===== src/rtl/assert_macros.svh =====
// Assertion helpers shared by the RTL.
// Each use stands on a line of its own and takes no trailing semicolon.
`ifndef ASSERT_MACROS_SVH
`define ASSERT_MACROS_SVH

`ifndef SYNTHESIS

// The consequent must hold in the same cycle as the antecedent.
`define GQV_ASSERT_IMPLY(lbl, clk, rst_n, ante, cons, msg) \
	lbl: assert property (@(posedge clk) disable iff (!rst_n) (ante) |-> (cons)) else $error(msg);

// The condition must never be seen at a clock edge.
`define GQV_ASSERT_NEVER(lbl, clk, rst_n, cond, msg) \
	lbl: assert property (@(posedge clk) disable iff (!rst_n) !(cond)) else $error(msg);

`else

`define GQV_ASSERT_IMPLY(lbl, clk, rst_n, ante, cons, msg)
`define GQV_ASSERT_NEVER(lbl, clk, rst_n, cond, msg)

`endif

`endif


===== src/rtl/gqv_pkg.sv =====
package gqv_pkg;

	localparam int FRAC_BITS = 4;
	localparam int COORD_BITS = 24;
	// Headroom for pen plus offsets and the shear term before saturation.
	localparam int EXT_BITS = ((COORD_BITS > 20) ? COORD_BITS : 20) + 3;
	localparam int SHR_BITS = 22 + FRAC_BITS;
	localparam int SHEAR_SHIFT = 10;

	localparam int CFG_IDX_BITS = 3;
	localparam int CFG_DATA_BITS = 32;

	typedef logic signed [COORD_BITS-1:0] coord_t;
	typedef logic signed [EXT_BITS-1:0] ext_t;

	typedef enum logic [CFG_IDX_BITS-1:0] {
		CFG_BASE_SIZE = 3'd0,
		CFG_BOLD = 3'd1,
		CFG_ITALIC = 3'd2,
		CFG_UNDERLINE = 3'd3,
		CFG_COLOR = 3'd4
	} cfg_idx_t;

	typedef enum logic [1:0] {
		PH_PRE,
		PH_GLYPH,
		PH_POST
	} phase_t;

	typedef struct packed {
		logic [7:0] base_size;
		logic bold_on;
		logic italic_on;
		logic underline_on;
		logic [31:0] text_color;
	} cfg_t;

	// One classified character, as handed from the front end to the back end.
	typedef struct packed {
		logic ul_pre;
		logic glyph;
		logic ul_post;
		logic bold;
		logic italic;
		coord_t pre_x;
		coord_t pre_y;
		coord_t glyph_x;
		coord_t glyph_y;
		coord_t post_x;
		coord_t post_y;
		logic signed [9:0] left;
		logic signed [9:0] top;
		logic [8:0] width;
		logic [8:0] height;
		logic [15:0] u_min;
		logic [15:0] u_max;
		logic [15:0] v_min;
		logic [15:0] v_max;
	} job_t;

	localparam logic [7:0] BASE_RESET = 8'd32;
	localparam logic [31:0] COLOR_RESET = 32'hFFFF_FFFF;

	localparam logic [20:0] CHAR_TAB = 21'd9;
	localparam logic [20:0] CHAR_NL = 21'd10;
	localparam logic [20:0] CHAR_VT = 21'd11;
	localparam logic [20:0] CHAR_SPACE = 21'd32;

	// Corner patterns of the two triangles, bit i for vertex i.
	localparam logic [5:0] CORNER_W = 6'b100011;
	localparam logic [5:0] CORNER_H = 6'b110001;
	localparam logic [5:0] UL_USE_X = 6'b011100;
	localparam logic [5:0] UL_UPPER = 6'b001110;

	localparam logic [2:0] LAST_CORNER = 3'd5;
	localparam logic [2:0] COPY_BASE = 3'd0;
	localparam logic [2:0] COPY_LEFT = 3'd1;
	localparam logic [2:0] COPY_RIGHT = 3'd2;
	localparam logic [2:0] COPY_UP = 3'd3;
	localparam logic [2:0] COPY_DOWN = 3'd4;

	localparam logic [11:0] UL_DROP = 12'd2;
	localparam logic [11:0] UL_THIN = 12'd2;
	localparam logic [11:0] UL_BOLD = 12'd3;

	localparam int QUEUE_DEPTH = 2;
	localparam int QUEUE_PTR_BITS = $clog2(QUEUE_DEPTH);
	typedef logic [QUEUE_PTR_BITS-1:0] qptr_t;
	typedef logic [QUEUE_PTR_BITS:0] qcount_t;
	localparam qcount_t QUEUE_FULL = qcount_t'(QUEUE_DEPTH);

	localparam ext_t COORD_HI_E = ext_t'((64'sd1 <<< (COORD_BITS - 1)) - 64'sd1);
	localparam ext_t COORD_LO_E = ext_t'(-(64'sd1 <<< (COORD_BITS - 1)));
	localparam ext_t HALF_PIX = ext_t'(64'sd1 <<< (FRAC_BITS - 1));
	localparam coord_t PEN_Y_RESET = coord_t'(64'sd32 <<< FRAC_BITS);

	localparam logic signed [SHR_BITS-1:0] SHEAR_MUL = SHR_BITS'(213);
	localparam logic signed [SHR_BITS-1:0] SHEAR_RND = SHR_BITS'(512);

	function automatic coord_t sat_coord(input ext_t v);
		coord_t r;
		if (v > COORD_HI_E) r = coord_t'(COORD_HI_E);
		else if (v < COORD_LO_E) r = coord_t'(COORD_LO_E);
		else r = coord_t'(v);
		return r;
	endfunction

	function automatic ext_t fx_u(input logic [11:0] px);
		return ext_t'(px) <<< FRAC_BITS;
	endfunction

	function automatic ext_t fx_s(input logic signed [11:0] px);
		return ext_t'(px) <<< FRAC_BITS;
	endfunction

	// Italic shear of a pixel height, rounded to nearest with ties rounded up.
	function automatic ext_t shear_fx(input logic signed [10:0] p);
		logic signed [SHR_BITS-1:0] n;
		n = (SHR_BITS'(p) * SHEAR_MUL) <<< FRAC_BITS;
		n = n + SHEAR_RND;
		return ext_t'(n >>> SHEAR_SHIFT);
	endfunction

endpackage


===== src/rtl/gqv_front.sv =====
module gqv_front (
	input logic clk,
	input logic arst_n,
	input gqv_pkg::cfg_t cfg,
	input logic in_valid,
	output logic in_stall,
	input logic [20:0] char_code,
	input logic glyph_present,
	input logic signed [9:0] glyph_left,
	input logic signed [9:0] glyph_top,
	input logic [8:0] glyph_width,
	input logic [8:0] glyph_height,
	input logic [9:0] glyph_advance,
	input logic [15:0] tex_u_min,
	input logic [15:0] tex_u_max,
	input logic [15:0] tex_v_min,
	input logic [15:0] tex_v_max,
	input logic end_of_string,
	input logic q_full,
	output logic push,
	output gqv_pkg::job_t job
);

	gqv_pkg::coord_t pen_x_q, pen_y_q;
	gqv_pkg::coord_t x1, x2, y1, px_g, py_g, nxt_x, nxt_y;
	gqv_pkg::ext_t base_fx, adv_fx, dx, dy, x_from;
	logic accept, is_nl, is_sp, is_tab, is_vt;

	assign in_stall = q_full;
	assign accept = in_valid && !q_full;

	// Pen arithmetic. All moves along x are non-negative, so the space and tab
	// step and the advance can be summed first and saturated once.
	always_comb begin
		is_nl = char_code == gqv_pkg::CHAR_NL;
		is_sp = char_code == gqv_pkg::CHAR_SPACE;
		is_tab = char_code == gqv_pkg::CHAR_TAB;
		is_vt = char_code == gqv_pkg::CHAR_VT;
		base_fx = gqv_pkg::fx_u(12'(cfg.base_size));
		adv_fx = gqv_pkg::fx_u(12'(glyph_advance));
		dx = '0;
		dy = '0;
		if (is_sp) dx = adv_fx;
		else if (is_tab) dx = base_fx <<< 2;
		if (is_nl) dy = base_fx;
		else if (is_vt) dy = base_fx <<< 2;
		x_from = is_nl ? '0 : gqv_pkg::ext_t'(pen_x_q);
		x1 = gqv_pkg::sat_coord(x_from + dx);
		x2 = gqv_pkg::sat_coord(x_from + dx + adv_fx);
		y1 = gqv_pkg::sat_coord(gqv_pkg::ext_t'(pen_y_q) + dy);
		px_g = glyph_present ? x2 : pen_x_q;
		py_g = glyph_present ? y1 : pen_y_q;
		nxt_x = end_of_string ? '0 : px_g;
		nxt_y = end_of_string ? gqv_pkg::sat_coord(base_fx) : py_g;
	end

	always_comb begin
		job.ul_pre = glyph_present && is_nl && cfg.underline_on;
		job.glyph = glyph_present;
		job.ul_post = end_of_string && cfg.underline_on;
		job.bold = cfg.bold_on;
		job.italic = cfg.italic_on;
		job.pre_x = pen_x_q;
		job.pre_y = pen_y_q;
		job.glyph_x = x1;
		job.glyph_y = y1;
		job.post_x = px_g;
		job.post_y = py_g;
		job.left = glyph_left;
		job.top = glyph_top;
		job.width = glyph_width;
		job.height = glyph_height;
		job.u_min = tex_u_min;
		job.u_max = tex_u_max;
		job.v_min = tex_v_min;
		job.v_max = tex_v_max;
	end

	// Items that produce no vertex only move the pen.
	assign push = accept && (glyph_present || (end_of_string && cfg.underline_on));

	always_ff @(posedge clk or negedge arst_n) begin
		if (!arst_n) begin
			pen_x_q <= '0;
			pen_y_q <= gqv_pkg::PEN_Y_RESET;
		end else if (accept) begin
			pen_x_q <= nxt_x;
			pen_y_q <= nxt_y;
		end
	end

endmodule


===== src/rtl/gqv_queue.sv =====
module gqv_queue (
	input logic clk,
	input logic arst_n,
	input logic push,
	input gqv_pkg::job_t push_job,
	input logic pop,
	output logic full,
	output logic head_valid,
	output gqv_pkg::job_t head
);

	gqv_pkg::job_t mem_q [gqv_pkg::QUEUE_DEPTH];
	gqv_pkg::qptr_t wr_ptr_q, rd_ptr_q;
	gqv_pkg::qcount_t count_q;

	assign full = count_q == gqv_pkg::QUEUE_FULL;
	assign head_valid = count_q != '0;
	assign head = mem_q[rd_ptr_q];

	always_ff @(posedge clk) begin
		if (push) mem_q[wr_ptr_q] <= push_job;
	end

	// The depth is a power of two, so the pointers wrap on their own.
	always_ff @(posedge clk or negedge arst_n) begin
		if (!arst_n) begin
			wr_ptr_q <= '0;
			rd_ptr_q <= '0;
			count_q <= '0;
		end else begin
			if (push) wr_ptr_q <= wr_ptr_q + gqv_pkg::qptr_t'(1);
			if (pop) rd_ptr_q <= rd_ptr_q + gqv_pkg::qptr_t'(1);
			case ({push, pop})
				2'b10: count_q <= count_q + gqv_pkg::qcount_t'(1);
				2'b01: count_q <= count_q - gqv_pkg::qcount_t'(1);
				default: count_q <= count_q;
			endcase
		end
	end

endmodule


===== src/rtl/gqv_back.sv =====
`include "assert_macros.svh"

module gqv_back (
	input logic clk,
	input logic arst_n,
	input gqv_pkg::cfg_t cfg,
	input logic head_valid,
	input gqv_pkg::job_t head,
	output logic pop,
	output logic out_valid,
	input logic out_stall,
	output logic signed [gqv_pkg::COORD_BITS-1:0] vertex_x,
	output logic signed [gqv_pkg::COORD_BITS-1:0] vertex_y,
	output logic [15:0] tex_u,
	output logic [15:0] tex_v,
	output logic [31:0] vertex_color,
	output logic is_underline,
	output logic last_of_run
);

	gqv_pkg::phase_t phase_q, phase_d, cur_ph;
	logic [2:0] corner_q, corner_d, copy_q, copy_d, copy_last;
	logic issue, last_vtx, s1_adv, s2_adv;

	gqv_pkg::coord_t ul_x, ul_py, ul_y0, px_d, py_d;
	gqv_pkg::ext_t ul_t, ox, oy, g_shear, ax_d, ay_d;
	logic signed [11:0] gx_px, gy_px;
	logic signed [10:0] sh_arg;
	logic [8:0] ww, hh;
	logic cw, chh, und_d;
	logic [15:0] u_d, v_d;

	logic valid_s1, und_s1, last_s1;
	gqv_pkg::coord_t px_s1, py_s1;
	gqv_pkg::ext_t ax_s1, ay_s1;
	logic [15:0] u_s1, v_s1;

	logic valid_s2, und_s2, last_s2;
	gqv_pkg::coord_t x_s2, y_s2;
	logic [15:0] u_s2, v_s2;

	assign s2_adv = !valid_s2 || !out_stall;
	assign s1_adv = !valid_s1 || s2_adv;
	assign issue = head_valid && s1_adv;
	assign pop = issue && last_vtx;

	// Sequencer next state: underline before, glyph copies, underline after.
	always_comb begin
		if (phase_q == gqv_pkg::PH_PRE && head.ul_pre) cur_ph = gqv_pkg::PH_PRE;
		else if (phase_q != gqv_pkg::PH_POST && head.glyph) cur_ph = gqv_pkg::PH_GLYPH;
		else cur_ph = gqv_pkg::PH_POST;
		copy_last = head.bold ? gqv_pkg::COPY_DOWN : gqv_pkg::COPY_BASE;
		last_vtx = 1'b0;
		unique case (cur_ph)
			gqv_pkg::PH_PRE: last_vtx = !head.glyph && !head.ul_post;
			gqv_pkg::PH_GLYPH: last_vtx = copy_q == copy_last && !head.ul_post;
			gqv_pkg::PH_POST: last_vtx = 1'b1;
			default: last_vtx = 1'b1;
		endcase
		last_vtx = last_vtx && corner_q == gqv_pkg::LAST_CORNER;

		phase_d = phase_q;
		corner_d = corner_q;
		copy_d = copy_q;
		if (issue) begin
			if (last_vtx) begin
				phase_d = gqv_pkg::PH_PRE;
				corner_d = '0;
				copy_d = gqv_pkg::COPY_BASE;
			end else if (corner_q == gqv_pkg::LAST_CORNER) begin
				corner_d = '0;
				unique case (cur_ph)
					gqv_pkg::PH_PRE: begin
						phase_d = gqv_pkg::PH_GLYPH;
					end
					gqv_pkg::PH_GLYPH: begin
						if (copy_q != copy_last) begin
							phase_d = gqv_pkg::PH_GLYPH;
							copy_d = copy_q + 3'd1;
						end else begin
							phase_d = gqv_pkg::PH_POST;
							copy_d = gqv_pkg::COPY_BASE;
						end
					end
					default: phase_d = gqv_pkg::PH_POST;
				endcase
			end else begin
				phase_d = cur_ph;
				corner_d = corner_q + 3'd1;
			end
		end
	end

	// Operands of the current vertex; the final add and clamp come one stage later.
	always_comb begin
		ul_x = (cur_ph == gqv_pkg::PH_PRE) ? head.pre_x : head.post_x;
		ul_py = (cur_ph == gqv_pkg::PH_PRE) ? head.pre_y : head.post_y;
		ul_y0 = gqv_pkg::sat_coord(gqv_pkg::ext_t'(ul_py) - gqv_pkg::fx_u(gqv_pkg::UL_DROP));
		ul_t = gqv_pkg::fx_u(head.bold ? gqv_pkg::UL_BOLD : gqv_pkg::UL_THIN);

		cw = gqv_pkg::CORNER_W[corner_q];
		chh = gqv_pkg::CORNER_H[corner_q];
		ww = cw ? head.width : '0;
		hh = chh ? head.height : '0;
		ox = '0;
		oy = '0;
		case (copy_q)
			gqv_pkg::COPY_LEFT: ox = -gqv_pkg::HALF_PIX;
			gqv_pkg::COPY_RIGHT: ox = gqv_pkg::HALF_PIX;
			gqv_pkg::COPY_UP: oy = -gqv_pkg::HALF_PIX;
			gqv_pkg::COPY_DOWN: oy = gqv_pkg::HALF_PIX;
			default: ox = '0;
		endcase
		gx_px = 12'(head.left) + $signed({3'b000, ww});
		gy_px = 12'(head.top) + $signed({3'b000, hh});
		sh_arg = -11'(head.top) - $signed({2'b00, hh});
		g_shear = head.italic ? gqv_pkg::shear_fx(sh_arg) : '0;

		px_d = gqv_pkg::UL_USE_X[corner_q] ? ul_x : '0;
		ax_d = '0;
		py_d = ul_y0;
		ay_d = gqv_pkg::UL_UPPER[corner_q] ? ul_t : '0;
		u_d = '0;
		v_d = '0;
		und_d = 1'b1;
		if (cur_ph == gqv_pkg::PH_GLYPH) begin
			px_d = head.glyph_x;
			ax_d = ox + gqv_pkg::fx_s(gx_px) + g_shear;
			py_d = head.glyph_y;
			ay_d = oy - gqv_pkg::fx_s(gy_px);
			u_d = cw ? head.u_max : head.u_min;
			v_d = chh ? head.v_min : head.v_max;
			und_d = 1'b0;
		end
	end

	always_ff @(posedge clk or negedge arst_n) begin
		if (!arst_n) begin
			phase_q <= gqv_pkg::PH_PRE;
			corner_q <= '0;
			copy_q <= gqv_pkg::COPY_BASE;
			valid_s1 <= 1'b0;
			valid_s2 <= 1'b0;
		end else begin
			phase_q <= phase_d;
			corner_q <= corner_d;
			copy_q <= copy_d;
			if (s1_adv) valid_s1 <= issue;
			if (s2_adv) valid_s2 <= valid_s1;
		end
	end

	always_ff @(posedge clk) begin
		if (issue) begin
			px_s1 <= px_d;
			ax_s1 <= ax_d;
			py_s1 <= py_d;
			ay_s1 <= ay_d;
			u_s1 <= u_d;
			v_s1 <= v_d;
			und_s1 <= und_d;
			last_s1 <= last_vtx;
		end
		if (s2_adv && valid_s1) begin
			x_s2 <= gqv_pkg::sat_coord(gqv_pkg::ext_t'(px_s1) + ax_s1);
			y_s2 <= gqv_pkg::sat_coord(gqv_pkg::ext_t'(py_s1) + ay_s1);
			u_s2 <= u_s1;
			v_s2 <= v_s1;
			und_s2 <= und_s1;
			last_s2 <= last_s1;
		end
	end

	assign out_valid = valid_s2;
	assign vertex_x = x_s2;
	assign vertex_y = y_s2;
	assign tex_u = u_s2;
	assign tex_v = v_s2;
	assign vertex_color = cfg.text_color;
	assign is_underline = und_s2;
	assign last_of_run = last_s2;

	`GQV_ASSERT_IMPLY(a_post_needs_ul, clk, arst_n, head_valid && phase_q == gqv_pkg::PH_POST, head.ul_post, "closing underline phase entered without an underline")
	`GQV_ASSERT_IMPLY(a_copy_only_bold, clk, arst_n, head_valid && !head.bold, copy_q == gqv_pkg::COPY_BASE, "offset copy stepped for a regular glyph")
	`GQV_ASSERT_NEVER(a_corner_range, clk, arst_n, corner_q > gqv_pkg::LAST_CORNER, "corner counter out of range")
	`GQV_ASSERT_IMPLY(a_ul_no_tex, clk, arst_n, valid_s2 && und_s2, tex_u == '0 && tex_v == '0, "underline vertex carries texture coordinates")

endmodule


===== src/rtl/glyph_quad_vertex_generator.sv =====
// Glyph quad vertex generator.
// Input channel (in_valid / in_stall): one character per item with its glyph
// metrics and atlas corners. Output channel (out_valid / out_stall): one vertex
// per item, two triangles per quad; last_of_run marks the final vertex that a
// character causes. Configuration is written through cfg_we / cfg_index /
// cfg_data while the block is idle; unknown indices are ignored.
// Throughput: one vertex per cycle while the output is not stalled; a plain
// glyph gives 6 vertices, a bold glyph 30, and each underline quad adds 6
// (at most 42 for one character), as the back-end sequencer walks them.
// An item's first vertex passes the queue, operand and output registers.
// A two-entry queue sits between the classifying front end and the vertex
// sequencer, so characters are taken while earlier quads are still drawn;
// in_stall rises only when that queue is full. Characters with no glyph and
// no closing underline are absorbed at once and emit nothing.
// Reset clears the pen to x = 0, y = 32 pixels, restores the register
// defaults and empties the queue and pipeline. When the receiver stalls, the
// output register holds its vertex, the sequencer freezes, and the queue
// fills before the input side is stalled.
module glyph_quad_vertex_generator (
	input logic clk,
	input logic arst_n,
	input logic cfg_we,
	input logic [gqv_pkg::CFG_IDX_BITS-1:0] cfg_index,
	input logic [gqv_pkg::CFG_DATA_BITS-1:0] cfg_data,
	input logic in_valid,
	output logic in_stall,
	input logic [20:0] char_code,
	input logic glyph_present,
	input logic signed [9:0] glyph_left,
	input logic signed [9:0] glyph_top,
	input logic [8:0] glyph_width,
	input logic [8:0] glyph_height,
	input logic [9:0] glyph_advance,
	input logic [15:0] tex_u_min,
	input logic [15:0] tex_u_max,
	input logic [15:0] tex_v_min,
	input logic [15:0] tex_v_max,
	input logic end_of_string,
	output logic out_valid,
	input logic out_stall,
	output logic signed [gqv_pkg::COORD_BITS-1:0] vertex_x,
	output logic signed [gqv_pkg::COORD_BITS-1:0] vertex_y,
	output logic [15:0] tex_u,
	output logic [15:0] tex_v,
	output logic [31:0] vertex_color,
	output logic is_underline,
	output logic last_of_run
);

	gqv_pkg::cfg_t cfg_q;
	gqv_pkg::job_t push_job, head;
	logic push, pop, q_full, head_valid;

	// Style and color registers. The user must change them only while no character
	// is in flight (the block does not enforce this); both halves read them directly.
	always_ff @(posedge clk or negedge arst_n) begin
		if (!arst_n) begin
			cfg_q.base_size <= gqv_pkg::BASE_RESET;
			cfg_q.bold_on <= 1'b0;
			cfg_q.italic_on <= 1'b0;
			cfg_q.underline_on <= 1'b0;
			cfg_q.text_color <= gqv_pkg::COLOR_RESET;
		end else if (cfg_we) begin
			unique case (cfg_index)
				gqv_pkg::CFG_BASE_SIZE: cfg_q.base_size <= cfg_data[7:0];
				gqv_pkg::CFG_BOLD: cfg_q.bold_on <= cfg_data[0];
				gqv_pkg::CFG_ITALIC: cfg_q.italic_on <= cfg_data[0];
				gqv_pkg::CFG_UNDERLINE: cfg_q.underline_on <= cfg_data[0];
				gqv_pkg::CFG_COLOR: cfg_q.text_color <= cfg_data[31:0];
				default: cfg_q <= cfg_q;
			endcase
		end
	end

	// Front end: owns the pen, classifies each character and decides which
	// quads it needs (leading underline, glyph copies, closing underline).
	gqv_front u_front (
		.clk(clk),
		.arst_n(arst_n),
		.cfg(cfg_q),
		.in_valid(in_valid),
		.in_stall(in_stall),
		.char_code(char_code),
		.glyph_present(glyph_present),
		.glyph_left(glyph_left),
		.glyph_top(glyph_top),
		.glyph_width(glyph_width),
		.glyph_height(glyph_height),
		.glyph_advance(glyph_advance),
		.tex_u_min(tex_u_min),
		.tex_u_max(tex_u_max),
		.tex_v_min(tex_v_min),
		.tex_v_max(tex_v_max),
		.end_of_string(end_of_string),
		.q_full(q_full),
		.push(push),
		.job(push_job)
	);

	gqv_queue u_queue (
		.clk(clk),
		.arst_n(arst_n),
		.push(push),
		.push_job(push_job),
		.pop(pop),
		.full(q_full),
		.head_valid(head_valid),
		.head(head)
	);

	// Back end: steps through the vertices of the head entry, one per cycle unless
	// the output stalls, through an operand stage and a saturating output register.
	gqv_back u_back (
		.clk(clk),
		.arst_n(arst_n),
		.cfg(cfg_q),
		.head_valid(head_valid),
		.head(head),
		.pop(pop),
		.out_valid(out_valid),
		.out_stall(out_stall),
		.vertex_x(vertex_x),
		.vertex_y(vertex_y),
		.tex_u(tex_u),
		.tex_v(tex_v),
		.vertex_color(vertex_color),
		.is_underline(is_underline),
		.last_of_run(last_of_run)
	);

endmodule


===== config.mk =====
export PLATFORM = sky130hd
export DESIGN_NAME = glyph_quad_vertex_generator
export DESIGN_NICKNAME = d
export VERILOG_FILES = /design/src/rtl/gqv_pkg.sv /design/src/rtl/gqv_front.sv /design/src/rtl/gqv_queue.sv /design/src/rtl/gqv_back.sv /design/src/rtl/glyph_quad_vertex_generator.sv
export VERILOG_INCLUDE_DIRS = /design/src /design/src/rtl
export SDC_FILE = /design/constraint.sdc
export NUM_CORES = 1
export LEC_CHECK = 0
export ABC_AREA = 1
export BUFFER_PORTS_ARGS = -buffer_cell sky130_fd_sc_hd__buf_2
export CORE_MARGIN = 10
export CORE_UTILIZATION = 55
export CTS_CLUSTER_SIZE = 25
export DETAILED_ROUTE_END_ITERATION = 8
export PLACE_DENSITY = 0.82
export SKIP_LAST_GASP = 1
export SYNTH_ARGS = -nofsm -noshare
export SYNTH_HDL_FRONTEND = slang
export SYNTH_SLANG_ARGS = --single-unit

===== constraint.sdc =====
create_clock -name clk -period 26 [get_ports clk]
set_clock_uncertainty 0.2 [all_clocks]
set_input_delay 6.5 -clock clk [delete_from_list [all_inputs] [get_ports clk]]
set_output_delay 6.5 -clock clk [all_outputs]
set_load 0.01 [all_outputs]

## Word level (Yosys, flattened, before mapping)

Memories as Yosys holds them, arrays and structs flattened.
Index checks and enable logic that the tools add are counted.

- Register bits: 323
- Memory bits (writable): 502
- Bits in read-only memories: 32
- Bits of input ports: 175
- Output and inout bits: 116
- Word-level logic and storage cells: 183
- Memories kept: 5

- Add/sub/neg operators: 20
- Multipliers: 1
- Order comparisons: 15
- Equal/unequal tests: 20
- Mux-type cells: 58
- Reductions and logical operators: 35

Memories:

| name | depth | width | read ports | clocked after memory_dff | wr ports | line | text |
|---|---|---|---|---|---|---|---|
| u_queue.mem_q | 2 | 251 | 1 | 0 | 1 | gqv_queue.sv:12 | `gqv_pkg::job_t mem_q [gqv_pkg::QUEUE_DEPTH];` |
| (no name shown) | 8 | 1 | 1 | 0 | 0 | gqv_back.sv:101 | `cw = gqv_pkg::CORNER_W[corner_q];` |
| (no name shown) | 8 | 1 | 1 | 0 | 0 | gqv_back.sv:102 | `chh = gqv_pkg::CORNER_H[corner_q];` |
| (no name shown) | 8 | 1 | 1 | 0 | 0 | gqv_back.sv:119 | `px_d = gqv_pkg::UL_USE_X[corner_q] ? ul_x : '0;` |
| (no name shown) | 8 | 1 | 1 | 0 | 0 | gqv_back.sv:122 | `ay_d = gqv_pkg::UL_UPPER[corner_q] ? ul_t : '0;` |

Operator list:

| operator | count |
|---|---|
| 24-bit two-way mux | 21 |
| 27-bit by 24-bit > comparator with 1-bit output (second input constant) | 6 |
| 27-bit by 24-bit less-than comparator with 1-bit output (second input constant) | 6 |
| 27-bit one-hot mux with 2 select lines | 2 |
| 27-bit two-way mux | 3 |
| 21-bit by 4-bit equality test with 1-bit output (second input constant) | 3 |
| 14-bit two-way mux | 4 |
| 24-bit by 27-bit adder with 27-bit output | 2 |
| 27-bit by 15-bit adder with 27-bit output | 2 |
| 27-bit adder | 2 |
| 16-bit two-way mux | 3 |
| 27-bit by 15-bit subtractor with 27-bit output | 1 |
| 26-bit by 11-bit adder with 26-bit output (second input constant) | 1 |
| 24-bit by 15-bit adder with 25-bit output | 1 |
| 24-bit by 7-bit subtractor with 25-bit output (second input constant) | 1 |
| 13-bit by 24-bit less-than comparator with 1-bit output (second input constant) | 1 |
| 12-bit by 23-bit > comparator with 1-bit output (second input constant) | 1 |
| 10-bit by 10-bit adder with 11-bit output | 2 |
| 21-bit by 6-bit equality test with 1-bit output (second input constant) | 1 |
| 3-bit two-way mux | 7 |
| 11-bit by 9-bit multiplier with 20-bit output (second input constant) | 1 |
| 9-bit two-way mux | 2 |
| 1-bit logical AND | 13 |
| 3-bit by 2-bit equality test with 1-bit output (second input constant) | 4 |
| other kinds (25) | 59 |

## Depth between registers and ports, before layout

Gate-level depths: netlist of the first run.

- Word-level depth: 11
- Depth in mapped cells: 61
- Gate-level depth less buffers: 55

## Modules after synthesis

A second synthesis of the first run with hierarchy kept.

- Cell total of the unflattened synthesis: 4762
- Area total of the unflattened synthesis: 45708.8 um^2

Modules (own cells, without submodules):

| module | instances | cells an instance | area each (um^2) | seq. area each (um^2) |
|---|---|---|---|---|
| gqv_queue | 1 | 1335 | 19047.0 | 15174.6 |
| gqv_back | 1 | 2192 | 18144.9 | 6706.4 |
| gqv_front | 1 | 1036 | 6683.9 | 1202.4 |
| glyph_quad_vertex_generator | 1 | 199 | 1833.0 | 1117.3 |

## Worst setup path after synthesis of the first run

No wires, ideal clock.

- Kind: input to register
- Start point: input glyph_present
- End point: memory u_queue.mem_q[0][0] (netlist name) (enable)
- Setup time: 869 ps
- Data arrival time: 17648 ps
- Data required time: 24931 ps
- Path slack: 7284 ps
- Cell stages on the path: 4
- Buffers on the path: 2
- Path through: clkbuf_1 clkbuf_1 o21ai_0 nor2_1

- Cells in the longest elaborated chain, start to end: 4

Ends and longest elaborated chain:

| what | line | text |
|---|---|---|
| from (decl) | glyph_quad_vertex_generator.sv:28 | `input logic glyph_present,` |
| 1-bit logical OR | gqv_front.sv:80 | `assign push = accept && (glyph_present \|\| (end_of_string && cfg.underline_on));` |
| 1-bit logical AND | gqv_front.sv:80 |  |
| 1-bit two-way mux | gqv_queue.sv:21 | `if (push) mem_q[wr_ptr_q] <= push_job;` |
| 1-bit two-way mux (not written as such) | gqv_queue.sv:21 |  |
| to (decl) | gqv_queue.sv:12 |  |

Every way passes these cells.

==> flow_summary_export.csv, run 1 <==
group,metric,value,unit
grt,grt_pass1_wl,164.5,mm
outcome,status,"finished, final reports clean",
yosys,synth_common_cells,"nand2_1 (1373), edfxtp_1 (717), inv_1 (440)",
yosys,synth_seq_cells,822,
critical_path,worstPathMaxFanout,20,
grt,antenna_found_initial,9,
yosys,yosys.area.top_type_share,49.85,%
yosys,synth_edf_count,717,
clocking,cts_resized,0,
placed_design,pre_cts_ws,13.24,ns
critical_path,cp-start-kind,"input pin",
route,viasPerCell,5.497,
die,ios,291,
sta,clock.fmax,81.78,MHz
yosys,synth_ff_type,"edfxtp_1",
route,vias,31663,
die,die_height,300.2,um
grt,grt_start_max_net_pins,164,
sta,min_period,12.23,ns
sta,slew_viol_final,0,
clocking,cts_tree,"yes",
critical_path,end_kind,"register",
sta,worst_slew_pin_slew,1.099,ns
yosys,yosysSeqAreaShare,56.03,%
clocking,ctsHoldBuffers,0,
finish,drive_gt1_share,12.60,%
yosys,yosysTopAreaCell,"edfxtp_1",
route,drtIter0Drc,3059,
placed_design,dp_hpwl,70.55,mm
route,route.detailed.drc,0,
route,wl_per_cell,18.09,um
route,postRouteAntennaNets,0,
clocking,clockBufferDepth,3,
yosys,synth.most_common_cell,"nand2_1",
finish,num-nets-final,5064,
yosys,synth_nets,4839,
yosys,synthesis.area,43190,sq um
clocking,htree_levels,3,
sta,maxSlewHeadroom,26.52,%
sta,hold_viol_final,0,
die,row_count,102,
clocking,post_cts_buffers,0,
flow_run,maxCapViolations,0,
clocking,cts_sinks,822,
critical_path,cpPeakStageDelay,0.77,ns
placed_design,gp_congestion,0.8995,
yosys,yosys-top-cells-area,"edfxtp_1 (50%), nand2_1 (12%), ha_1 (5.9%)",
clocking,root_buffer,"clkbuf_16",
sta,worst_slack,13.77,ns
grt,grtUsageTotal,22.72,%
critical_path,cp_slowest_cell,"nand3_1",
yosys,async_reset_ff_share,12.77,%
sta,period_share,47.03,%
critical_path,timing_worst_setup_path_type,"in -> reg",
placed_design,port_buffers,290,
sta,setup_viol,0,
clocking,numCtsBuffers,85,
yosys,yosysWarnings,0,
die,coreArea,77590,sq um
sta,rsz0062_at_grt,"no",
worst_hold_path,min_path_type,"reg -> reg",
yosys,ys_types,62,
route,drtPass1Iterations,6,
die,initial_core_util,55.66,%
yosys,syn_avg_cell_area,9.769,sq um
critical_path,critPathArrivalTime,12.37,ns
yosys,synthCells,4421,
grt,overflow,0,
finish,area_delta_synth_final,11.36,%
clocking,clk_latency,0.64,ns
critical_path,cp.required,26.14,ns
route,drt-total-wl,104.2,mm
sta,tns,0,ns
grt,grt_pass1_vias,31004,
clocking,path_clk_slew,0.06,ns
die,die_w,300.2,um
die,die_area,90140,sq um
==> state kept, by name, indices dropped and copies added (netlist names), 2 cells and up <==
| register | count |
|---|---|
| u_front.pen_x_q | 24 |
| u_back.vertex_y | 24 |
| u_back.v_s1 | 16 |
| u_back.tex_u | 16 |
| u_queue.count_q | 2 |
| u_back.tex_v | 16 |
| u_back.ax_s1 | 27 |
| u_back.py_s1 | 24 |
| u_back.corner_q | 3 |
| u_back.px_s1 | 24 |
| cfg_q | 43 |
| u_queue.mem_q | 502 |
| u_back.u_s1 | 16 |
| u_back.ay_s1 | 24 |
| u_back.phase_q | 2 |
| u_back.vertex_x | 24 |
| u_back.copy_q | 3 |
| u_front.pen_y_q | 24 |
==> kinds of logic after synthesis <==
group                      synth area share, %
muxes                                   0.7185
DFF                                      56.03
buffers and inverters                    6.017
xor gates and xnor gates                 2.914
adders and majority gates                7.752
AOI/OAI and AO/OA                        8.917
and+or+nand+nor                          17.65
==> final timing paths <==
path                             startpoint                     to  slack, ns  depth (start not counted)
hold / removal               u_back.v_s1[2]        u_back.tex_v[2]       0.22                          0
hold reg to reg              u_back.v_s1[2]        u_back.tex_v[2]       0.22                          0
setup / recovery              char_code[17]  u_queue.mem_q[1][129]      13.77                         32
min in group asynchronous            arst_n    u_front.pen_x_q[10]       5.70                          1
max in group asynchronous            arst_n     u_front.pen_y_q[4]      18.56                          2
setup reg to reg           u_queue.rd_ptr_q       u_back.ax_s1[20]      15.41                         47
==> cell usage in the layout (no fill, tap or decap), types with 87 or more instances in the layout <==
cell type,synthesis,final
xor2_1,87,87
buf_2,21,289
clkbuf_16,0,88
ha_1,202,202
nand2_1,1373,1373
edfxtp_1,717,717
a21oi_1,280,280
nor2_1,243,238
o21ai_0,177,176
inv_1,440,438
nand3_1,153,153
==> per-layer routing <==
metal	vias up	wire, um	GRT usage, %
met5	-	7	0
met4	2	2948	7.990
met3	188	8483	3.535
met2	1301	50140	37.94
met1	14874	42630	29.90
li1	15298	-	-
==> stage by stage <==
stage	util, %	instances	hold WS [ns]	instance area, sq um
3_5_place_dp	58.43	5599	0.2045	45340
3_3_place_gp	58.43	5599	0.2010	45340
4_1_cts	61.96	5754	0.2151	48080
6_report	61.98	5760	0.2182	48100
2_1_floorplan	-	4421	0.2003	43190
5_1_grt	61.98	5760	0.2275	48100
==> worst max-delay path, delay by kind of cell <==
kind	cells	cell delay [ns]
buffers and inverters	3	0.20
AOI/OAI and AO/OA	5	0.68
adders and majority gates	2	0.64
and+or+nand+nor	21	4.11
xor gates and xnor gates	1	0.21
==> final cells by class <==
cell class / instances / area, sq um
Inverter: 447 / 1690
Antenna cell: 6 / 15.01
Sequential cell: 822 / 24200
Fill cell: 6154 / 29500
Clock buffer: 113 / 2346
Timing Repair Buffer: 318 / 1702
Clock inverter: 42 / 396.6
Multi-Input combinational cell: 2972 / 16440
Tap cell: 1040 / 1301
Power of run 1 is not shown: default switching activity piles up to over one toggle a cycle in this logic, so the estimate is an artifact.
==> inputs of run 2 (changes only) <==
--- a/config.mk
+++ b/config.mk
@@ -12,7 +12,7 @@
 export CORE_UTILIZATION = 55
 export CTS_CLUSTER_SIZE = 25
 export DETAILED_ROUTE_END_ITERATION = 8
-export PLACE_DENSITY = 0.82
+export PLACE_DENSITY = 0.84
 export SKIP_LAST_GASP = 1
 export SYNTH_ARGS = -nofsm -noshare
 export SYNTH_HDL_FRONTEND = slang
==> constraint.sdc (replaced) <==
create_clock -name clk -period 9.8 [get_ports clk]
set_clock_uncertainty 0.2 [all_clocks]
set_input_delay 2.45 -clock clk [delete_from_list [all_inputs] [get_ports clk]]
set_output_delay 2.45 -clock clk [all_outputs]
set_load 0.01 [all_outputs]
==> run 2 against run 1 <==
  * Worst hold slack lost 0.0020 ns
  * Clock-buffer cell count shrank 5
  * Design area grew 0.98%
  * Cell count grew 0.19%
  * Flip-flop and latch count is the same
  * Die area is the same
  * Setup slack lost 13 ns
  * Via count grew 1.7%
  * Critical path depth grew 12
  * Global-route usage grew 0.41 points
==> flow_summary_export.csv, run 2 (synthesized netlist as in run 1, its figures left out) <==
group,metric,value,unit
placed_design,dp_hpwl,72.05,mm
clocking,ctsHoldBuffers,0,
finish,regMostFlops,"u_queue.mem_q",
critical_path,cpMostUsedCell,"inv_1",
placed_design,gp_congestion,0.9134,
sta,tns,0,ns
placed_design,dp.cells,5604,
critical_path,cp_slowest_cell,"fa_1",
sta,worst_slew_pin_slew,1.133,ns
finish,largest_reg_flops,502,
finish,area_delta_synth_final,12.45,%
route,postRouteAntennaNets,0,
route,wl_per_cell,18.51,um
critical_path,critPathTopFamily,"adder cells",
route,route.detailed.drc,0,
clocking,numCtsBuffers,86,
sta,slew_viol_final,0,
die,coreArea,77590,sq um
route,drt-total-wl,106.8,mm
finish,mostFrequentLayoutCell,"nand2_1",
clocking,cts_tree,"yes",
outcome,status,"finished, final reports clean",
die,row_count,102,
grt,antenna_found_initial,4,
die,ios,291,
critical_path,timing_worst_setup_path_type,"reg -> reg",
finish,num-nets-final,5076,
grt,grt_pass1_wl,167.6,mm
critical_path,cpPeakStageDelay,0.56,ns
sta,hold_ws,0.2162,ns
sta,clock.fmax,108.9,MHz
die,die_area,90140,sq um
route,drtPass1Iterations,7,
sta,setup_viol,0,
critical_path,cp.required,10.01,ns
route,drtIter0Drc,3301,
finish,drive_gt1_share,13.39,%
grt,grt_start_max_net_pins,175,
sta,maxSlewHeadroom,24.46,%
worst_hold_path,min_path_type,"reg -> reg",
die,die_w,300.2,um
sta,hold_viol_final,0,
finish,reg_top3,"u_queue.mem_q x502, cfg_q x43, u_back.ax_s1 x27",
finish,layout_common_cells,"nand2_1 (1372), edfxtp_1 (717), inv_1 (437), buf_2 (289), a21oi_1 (280)",
flow_run,maxCapViolations,0,
clocking,htree_levels,3,
critical_path,cp-start-kind,"register",
sta,period_share,93.74,%
route,viasPerCell,5.579,
placed_design,port_buffers,290,
finish,layout.cells.non_filler,5771,
route,vias,32196,
critical_path,worstPathMaxFanout,11,
grt,overflow,0,
sta,min_period,9.186,ns
grt,grtUsageTotal,23.14,%
critical_path,end_kind,"register",
grt,grt_pass1_vias,31842,
clocking,clockBufferDepth,3,
clocking,root_buffer,"clkbuf_16",
critical_path,critPathArrivalTime,9.39,ns
clocking,cts_sinks,822,
die,die_height,300.2,um
die,initial_core_util,55.66,%
clocking,clk_latency,0.66,ns
clocking,path_clk_slew,0.06,ns
critical_path,critPathBufInv,9,
## run 2: area by class of cell
| class | count | area, sq um |
|---|---|---|
| repair buffers | 329 | 1798 |
| clock inverters | 51 | 730.7 |
| clock buffers | 108 | 2315 |
| multi-input cells | 2972 | 16520 |
| well taps | 1040 | 1301 |
| inverters | 447 | 1690 |
| diodes | 2 | 5.005 |
| flip-flops and latches | 822 | 24200 |
| fillers | 6056 | 29030 |
## run 2: per-layer routing
layer | global-route usage, % | part of all wire [%] | wire (um)
met3 | 3.916 | 9.0 | 9590
met1 | 29.98 | 40 | 42300
met2 | 39.36 | 49 | 52080
met5 | 0 | 0 | 0
met4 | 7.204 | 2.7 | 2865
## run 2: path summary, 6_finish.rpt
kind                                       start                  end  slack (ns)  cells past startpoint
worst max-delay path            u_queue.rd_ptr_q     u_back.ax_s1[14]        0.61                     44
worst min-delay path              u_back.v_s1[2]      u_back.tex_v[2]        0.22                      0
worst max register to register  u_queue.rd_ptr_q     u_back.ax_s1[14]        0.61                     44
worst min register to register    u_back.v_s1[2]      u_back.tex_v[2]        0.22                      0
max in group asynchronous                 arst_n   u_front.pen_y_q[5]        6.38                      2
min in group asynchronous                 arst_n  u_front.pen_x_q[11]        1.64                      1
## run 2: what timing repair did
action,4_1_cts,5_1_grt
setup buffers,0,6
endpoints found under the setup margin,0,15
endpoints found under the hold margin,0,0
resized for setup,0,16
## run 2: per-stage QoR
step | util [%] | instance area, sq um | setup WS [ns]
floorplan | - | 43190 | -0.6350
global placement | 58.48 | 45380 | 0.6848
detailed placement | 58.48 | 45380 | 0.4785
CTS | 62.41 | 48430 | 0.4415
global route | 62.59 | 48570 | -0.04900
finish | 62.59 | 48570 | 0.6137
Power of run 2 is left out for the same reason.
